**config.mk**
```make
export PLATFORM = sky130hd
export DESIGN_NAME = fcc_class
export DESIGN_NICKNAME = d
export VERILOG_FILES = /design/src/hdl/frustum_cull_classify_assert.svh /design/src/hdl/fcc_pkg.sv /design/src/hdl/fcc_class.sv
export SDC_FILE = /design/constraint.sdc
export NUM_CORES = 1
export LEC_CHECK = 0
export BUFFER_PORTS_ARGS = -buffer_cell sky130_fd_sc_hd__clkbuf_2
export CAP_MARGIN = 0
export CORE_AREA = 2 2 167 169
export DETAILED_ROUTE_END_ITERATION = 6
export DIE_AREA = 0 0 169 171
export GPL_TIMING_DRIVEN = 0
export HOLD_SLACK_MARGIN = 0.03
export PLACE_DENSITY_LB_ADDON = 0.15
export REMOVE_ABC_BUFFERS = 1
export SLEW_MARGIN = 20
export SYNTH_ARGS = -nofsm -noshare
export SYNTH_HDL_FRONTEND = slang
export SYNTH_SLANG_ARGS = --single-unit
```
**constraint.sdc**
```tcl
create_clock -name i_clk -period 4 [get_ports i_clk]
set_input_delay 0.4 -clock i_clk [delete_from_list [all_inputs] [get_ports i_clk]]
set_output_delay 0.4 -clock i_clk [all_outputs]
set_load 0.03 [all_outputs]
```
**src/hdl/frustum_cull_classify_assert.svh**
```systemverilog
// Assertion macros for the frustum cull classifier.
`ifndef FRUSTUM_CULL_CLASSIFY_ASSERT_SVH
`define FRUSTUM_CULL_CLASSIFY_ASSERT_SVH
`ifndef SYNTHESIS
`define FCC_ASSERT(lbl, clk, rst_n, prop, msg) \
    lbl: assert property (@(posedge clk) disable iff (!rst_n) prop) else $error(msg);
`define FCC_ASSERT_NEVER(lbl, clk, rst_n, cond, msg) \
    lbl: assert property (@(posedge clk) disable iff (!rst_n) !(cond)) else $error(msg);
`else
`define FCC_ASSERT(lbl, clk, rst_n, prop, msg)
`define FCC_ASSERT_NEVER(lbl, clk, rst_n, cond, msg)
`endif
`endif

```
**src/hdl/fcc_pkg.sv**
```systemverilog
// Shared types and constants of the frustum cull classifier.
package fcc_pkg;

    localparam int PLANE_COUNT_DEF = 6;
    localparam int COORD_WIDTH_DEF = 16;
    localparam int PLANE_MAX       = 6;
    localparam int COEF_WIDTH      = 16;
    localparam int FRAC_SHIFT      = 14;
    localparam int CFG_IDX_W       = 3;
    localparam int CFG_DATA_W      = 4 * COEF_WIDTH;

    typedef enum logic [1:0] {
        CLS_INSIDE     = 2'd0,
        CLS_INTERSECTS = 2'd1,
        CLS_OUTSIDE    = 2'd2
    } t_cull_class;

    // a in the low bits, d in the high bits
    typedef struct packed {
        logic signed [COEF_WIDTH-1:0] d;
        logic signed [COEF_WIDTH-1:0] c;
        logic signed [COEF_WIDTH-1:0] b;
        logic signed [COEF_WIDTH-1:0] a;
    } t_plane;

    typedef struct packed {
        logic en;
        logic sphere;
    } t_cls_ctl;

endpackage

```
**src/hdl/fcc_class.sv**
```systemverilog
// Per-plane test flags and the final inside / intersects / outside decision.
module fcc_class import fcc_pkg::*; #(
    parameter int PLANE_COUNT = PLANE_COUNT_DEF,
    parameter int COORD_WIDTH = COORD_WIDTH_DEF,
    parameter int DIST_W      = COEF_WIDTH + COORD_WIDTH + 2
) (
    input  logic                          i_clk,
    input  t_cls_ctl                      i_ctl,
    input  logic signed [DIST_W-1:0]      i_dmin [PLANE_COUNT],
    input  logic signed [DIST_W-1:0]      i_dmax [PLANE_COUNT],
    input  logic        [COORD_WIDTH-2:0] i_rad,
    output t_cull_class                   o_class
);
    logic signed [DIST_W-1:0] w_r, w_nr;
    logic [PLANE_COUNT-1:0]   n_fail, n_part;
    logic [PLANE_COUNT-1:0]   r_fail, r_part;
    t_cull_class              r_class;

    // for a sphere the lane sees lo == hi, so dmin == dmax is the center distance
    always_comb begin
        w_r  = {{(DIST_W-(COORD_WIDTH-1)-FRAC_SHIFT){1'b0}}, i_rad, {FRAC_SHIFT{1'b0}}};
        w_nr = -w_r;
        for (int i = 0; i < PLANE_COUNT; i++) begin
            if (i_ctl.sphere) begin
                n_fail[i] = i_dmin[i] < w_nr;
                n_part[i] = (i_dmin[i] > w_nr) && (i_dmin[i] < w_r);
            end else begin
                n_fail[i] = i_dmax[i] < 0;
                n_part[i] = i_dmin[i] < 0;
            end
        end
    end

    always_ff @(posedge i_clk) begin
        if (i_ctl.en) begin
            r_fail <= n_fail;
            r_part <= n_part;
            priority if (|r_fail) begin
                r_class <= CLS_OUTSIDE;
            end else if (|r_part) begin
                r_class <= CLS_INTERSECTS;
            end else begin
                r_class <= CLS_INSIDE;
            end
        end
    end

    assign o_class = r_class;
endmodule

```
; Word-level counts from Yosys, hierarchy flattened
; Index checks and enable logic that the tools add are counted.
[classes]
n_addsub = 1
n_mul = 0
n_div = 0
magnitude_cmp = 30
n_eq_ne = 0
shift = 0
mux = 13
n_bitwise = 0
reduce_logical = 8
[op_table]
columns = operator, n
row1 = $lt 34x1->1 const B, 12
row2 = $gt 34x34->1, 6
row3 = $lt 34x30->1, 6
row4 = $lt 34x34->1, 6
row5 = $neg 29->34, 1
row6 = $mux 1, 13
row7 = $reduce_or 6->1, 2
row8 = $logic_and 1x1->1, 6
[word_totals]
regBits = 14
latch_bits = 0
mem_bits_rw = 0
romBits = 0
inputBits = 426
output_inout_bits = 2
n_memories = 0

; Logic depth before layout (Yosys ltp)
[depth]
word_depth = 4
depth_mapped = 16
mapped_depth_nobuf = 15

; Least setup slack after synthesis
; Ideal clock, no wire load.
[synth_path]
path_kind = in2reg
start = in i_rad[0]
end = reg r_part[1] (data pin)
setup_ns = 0.265
arrival_time_ns = 3.943
required_time_ns = 3.735
slack_ns = -0.207
cell_stages = 15
cell_sequence = inv_1 > ha_1 > or3b_2 > nor2_1 > clkbuf_1 > nand2_1 > nor4_1 > ha_1 > and4_1 > nand3_1 > nor4bb_1 > nand4_1 > or4_1 > o21ai_0 > a21oi_1
[synth_via]
elab_chain_cells = 4
word_cells_on_any_way = 5
[synth_rtl]
columns = item, line
row1 = from (decl), fcc_class.sv:11  ; input logic [COORD_WIDTH-2:0] i_rad,
row2 = $neg 29->34, fcc_class.sv:22  ; w_nr = -w_r;
row3 = $gt 34x34->1, fcc_class.sv:26  ; n_part[i] = (i_dmin[i] > w_nr) && (i_dmin[i] < w_r);
row4 = $logic_and 1x1->1 (*), fcc_class.sv:26
row5 = $mux 1 (*), fcc_class.sv:24  ; if (i_ctl.sphere) begin
row6 = named net n_part[1], fcc_class.sv:15  ; logic [PLANE_COUNT-1:0] n_fail, n_part;
row7 = to (signal assigned), fcc_class.sv:37  ; r_part <= n_part;
row8 = to (decl), fcc_class.sv:16  ; logic [PLANE_COUNT-1:0] r_fail, r_part;
; The timed path passes the listed nets; every way through them passes the cells marked *.
; A chain may end at the register's enable or synchronous reset.

; Final worst setup path
[layout_path]
start = in i_rad[0]
end = reg r_part[4] (data pin)
; The elaborated chain is that of the path after synthesis.

==> impl_metrics.env <==
export IMPL_status="finished clean"
export IMPL_regArea_um2=420
export IMPL_floorplan_initialDensity=0.225
export IMPL_layout_setup_ws_ns=0.0806
export IMPL_gpl_final_weighted_congestion=0.828
export IMPL_globalRouteMet3Util=0.0451
export IMPL_synth_lib_cells_used_distinct=76
export IMPL_grt_total_usage=0.184
export IMPL_synth_xor_area_share=0.0632
export IMPL_ys_seq_area_frac=0.0683
export IMPL_setup_total_negative_slack_ns=0
export IMPL_commonest_non_fill_non_tap_cell_in_the_layout="sky130_fd_sc_hd__clkbuf_2"
export IMPL_initial_antenna_violation_count=6
export IMPL_max_slew_margin=0.321
export IMPL_core_area_um2=27300
export IMPL_final_period_minus_worst_setup_slack_ns=3.92
export IMPL_grt_max_degree=17
export IMPL_vdd_ir_drop_worst_v=0.000115
export IMPL_grt_pass1_wl_um=39800
export IMPL_area_overhead_vs_synth_pct=30.7
export IMPL_max_clock_freq_mhz=255
export IMPL_min_delay_path_class="input pin to register"
export IMPL_finalNetCount=1553
export IMPL_area_of_the_multi_input_gates_um2=5750
export IMPL_clock_sink_count=14
export IMPL_ctsRootBufferMaster="sky130_fd_sc_hd__clkbuf_16"
export IMPL_die_h_um=171
export IMPL_critPathLaunchType="input pin"
export IMPL_fraction_of_the_core_area_covered_by_cells_at_the_end_of_the_flow=0.295
export IMPL_grtUsageMet1=0.257
export IMPL_ffs_latches_synth=14
export IMPL_timing_setup_critical_path_class="input pin to register"
export IMPL_std_cell_rows=61
export IMPL_drt_wl_total_um=27400
export IMPL_worst_slew_pin_slew_ns=1.02
export IMPL_timing_clock_skew_ns=0.00268
export IMPL_synth_simple_area_share=0.217
export IMPL_cts_made_buffers=3
export IMPL_path_max_fanout=10
export IMPL_synth_compound_area_share=0.250
export IMPL_power_per_cell_area_nw_per_um2=132
export IMPL_grt_remaining_overflow=0
export IMPL_number_of_buffers_on_the_longest_clock_path=2
export IMPL_drt_initial_drc_count=332
export IMPL_synth_mux_area_fraction=0.00163
export IMPL_clk_pin_slew_ns=0.04
export IMPL_wl_per_cell_um=21.1
export IMPL_drc=0
export IMPL_portBuffers=229
export IMPL_maxSlewViolCount=0
export IMPL_number_of_flops_mapped_to_enable_cells_by_yosys=14
export IMPL_standby_leakage_power_nw=3.95
export IMPL_clock_insertion_delay_worst_skew_ns=0.24
export IMPL_mappedNetlistArea_um2=6160
export IMPL_crit_slowest_cell="sky130_fd_sc_hd__or4_1"
export IMPL_fillerInstances=3040
export IMPL_synth_largest_area_cell="sky130_fd_sc_hd__ha_1"
export IMPL_critical_path_arrival_ns=3.89
export IMPL_yosys_most_used_dff="sky130_fd_sc_hd__edfxtp_1"
export IMPL_grt_busiest_layer="met2"
export IMPL_post_synth_main_area_contributors="sky130_fd_sc_hd__ha_1, sky130_fd_sc_hd__edfxtp_1, sky130_fd_sc_hd__o21ai_0"
export IMPL_cell_count_after_synthesis=721
export IMPL_cts_h_tree_depth=1
export IMPL_timing_final_hold_violations=0
export IMPL_design_portCount=428
export IMPL_drt_pre_antenna_iters=5
export IMPL_synthDominantCellAreaShare=0.355
export IMPL_worst_ep_required_time_ns=3.97
export IMPL_drt_vias_per_instance=5.15
export IMPL_syn_mean_instance_area_um2=8.54
export IMPL_critical_path_top_delay_family="simple AND/OR/NAND/NOR gates"
export IMPL_yosys_warnings=0
export IMPL_floorplan_die_width_um=169
export IMPL_post_route_cells_drive_above_1_share=0.309
export IMPL_post_place_ws_ns=-2.00
export IMPL_final_cell_mix="sky130_fd_sc_hd__clkbuf_2, sky130_fd_sc_hd__ha_1, sky130_fd_sc_hd__o21ai_0"
export IMPL_ant_nets=0
export IMPL_holdBufCountCts=0
export IMPL_tritoncts="done"
export IMPL_worstSetupEndpointType="register"
export IMPL_synth_top_family_by_area="adder cells"
export IMPL_met2_track_utilization_from_global_routing=0.294
export IMPL_cpPeakStageDelay_ns=0.58
export IMPL_grt_pass1_vias=6569
export IMPL_synth_fa_ha_area_frac=0.364
export IMPL_share_of_flip_flops_with_an_asynchronous_set_or_reset_after_synthesis=0
export IMPL_dr_total_vias=6687
export IMPL_final_setup_viol_count=0
export IMPL_die_area_um2=28900
export IMPL_max_cap_violations=0
export IMPL_period_share=0.980
export IMPL_path_cells="clkbuf_4, clkinvlp_4, ha_4, or3b_4, nor2_4, nand2_4, nor4_4, buf_4, buf_2, ha_1, and4_1, and3_1, nand2_1, nand4b_1, or4_1, o211a_1"
export IMPL_detailed_place_hpwl_um=23800
export IMPL_critPathBufInv=4
==> metal layers <==
| metal | vias up | share of wire |
|---|---|---|
| met5 | - | 0.00058 |
| met4 | 2 | 0.011 |
| met3 | 13 | 0.080 |
| met2 | 252 | 0.43 |
| met1 | 3050 | 0.48 |
| li1 | 3370 | - |
==> cells by family (layout without fill, tap and decap cells) <==
kind of cell	count (synthesis)	count (layout)
other	0	3
xor gates and xnor gates	31	31
and+or+nand+nor	224	224
DFF	14	14
buffers and inverters	49	278
adders and majority gates	180	180
AOI/OAI and AO/OA	222	222
muxes	1	1
==> cell usage after synthesis (all sizes together) (7+ instances only) <==
| library cell | count |
|---|---|
| a2111oi | 7 |
| a211oi | 10 |
| a21o | 15 |
| a21oi | 41 |
| a31oi | 9 |
| and3 | 7 |
| buf | 8 |
| edfxtp | 14 |
| ha | 175 |
| inv | 35 |
| nand2 | 32 |
| nand2b | 9 |
| nand3 | 12 |
| nand4 | 22 |
| nor2 | 27 |
| nor2b | 12 |
| nor3 | 22 |
| nor4 | 27 |
| nor4b | 12 |
| o211ai | 10 |
| o21a | 22 |
| o21ai | 51 |
| o31ai | 9 |
| or3 | 7 |
| or4 | 10 |
| xnor2 | 14 |
| xnor3 | 8 |
| xor2 | 9 |
==> worst reg2reg max path, cell delays in order (launching register included) <==
cell                       delay, ns
sky130_fd_sc_hd__edfxtp_1       0.38
sky130_fd_sc_hd__nor4_1         0.29
sky130_fd_sc_hd__a21oi_1        0.11
==> metrics by stage <==
step,std cells,total power [mW],instance area (um^2),hold WS (ns)
after floorplan,707,0.547,6070,0.497
after global placement,1282,0.857,7650,0.540
after detailed placement,1284,0.860,7690,0.533
after CTS,1292,1.06,7920,0.443
after global routing,1296,1.17,8040,0.438
final,1299,1.06,8050,0.442
==> final cells by class <==
class                           instances  share of cell area
Clock buffer                            3             0.00933
Inverter                               35              0.0173
Sequential cell                        14              0.0522
Antenna cell                            3            0.000933
Timing Repair Buffer                  240               0.153
Multi-Input combinational cell        658               0.714
Tap cell                              346              0.0538
==> registers in the layout (all words and copies together) (netlist names) <==
register and count:
r_fail 6, r_part 6, o_class 2
==> timing repair <==
item	in CTS	in global routing
setup endpoints to repair	12	11
pin swaps	4	3
gates resized for setup	22	17
setup buffers	5	4
==> report_power, final <==
part           switching (mW)  internal (mW)  total [mW]
Clock                  0.0508          0.130       0.181
Combinational           0.393          0.311       0.704
Sequential            0.00369          0.177       0.180
Total                   0.447          0.618        1.06
==> final timing paths <==
path,cells past startpoint,startpoint,slack [ns],endpoint
worst max-delay path,16,i_rad[0],0.08,r_part[4]$_DFFE_PP_
worst min-delay path,2,i_dmax[203],0.44,r_fail[0]$_DFFE_PP_
worst max register to register,2,r_part[1]$_DFFE_PP_,2.96,o_class[0]$_SDFFCE_PP0P_
worst min register to register,2,r_fail[0]$_DFFE_PP_,0.53,o_class[1]$_SDFFCE_PP1P_
No activity file was read; power rests on OpenSTA's default activity.
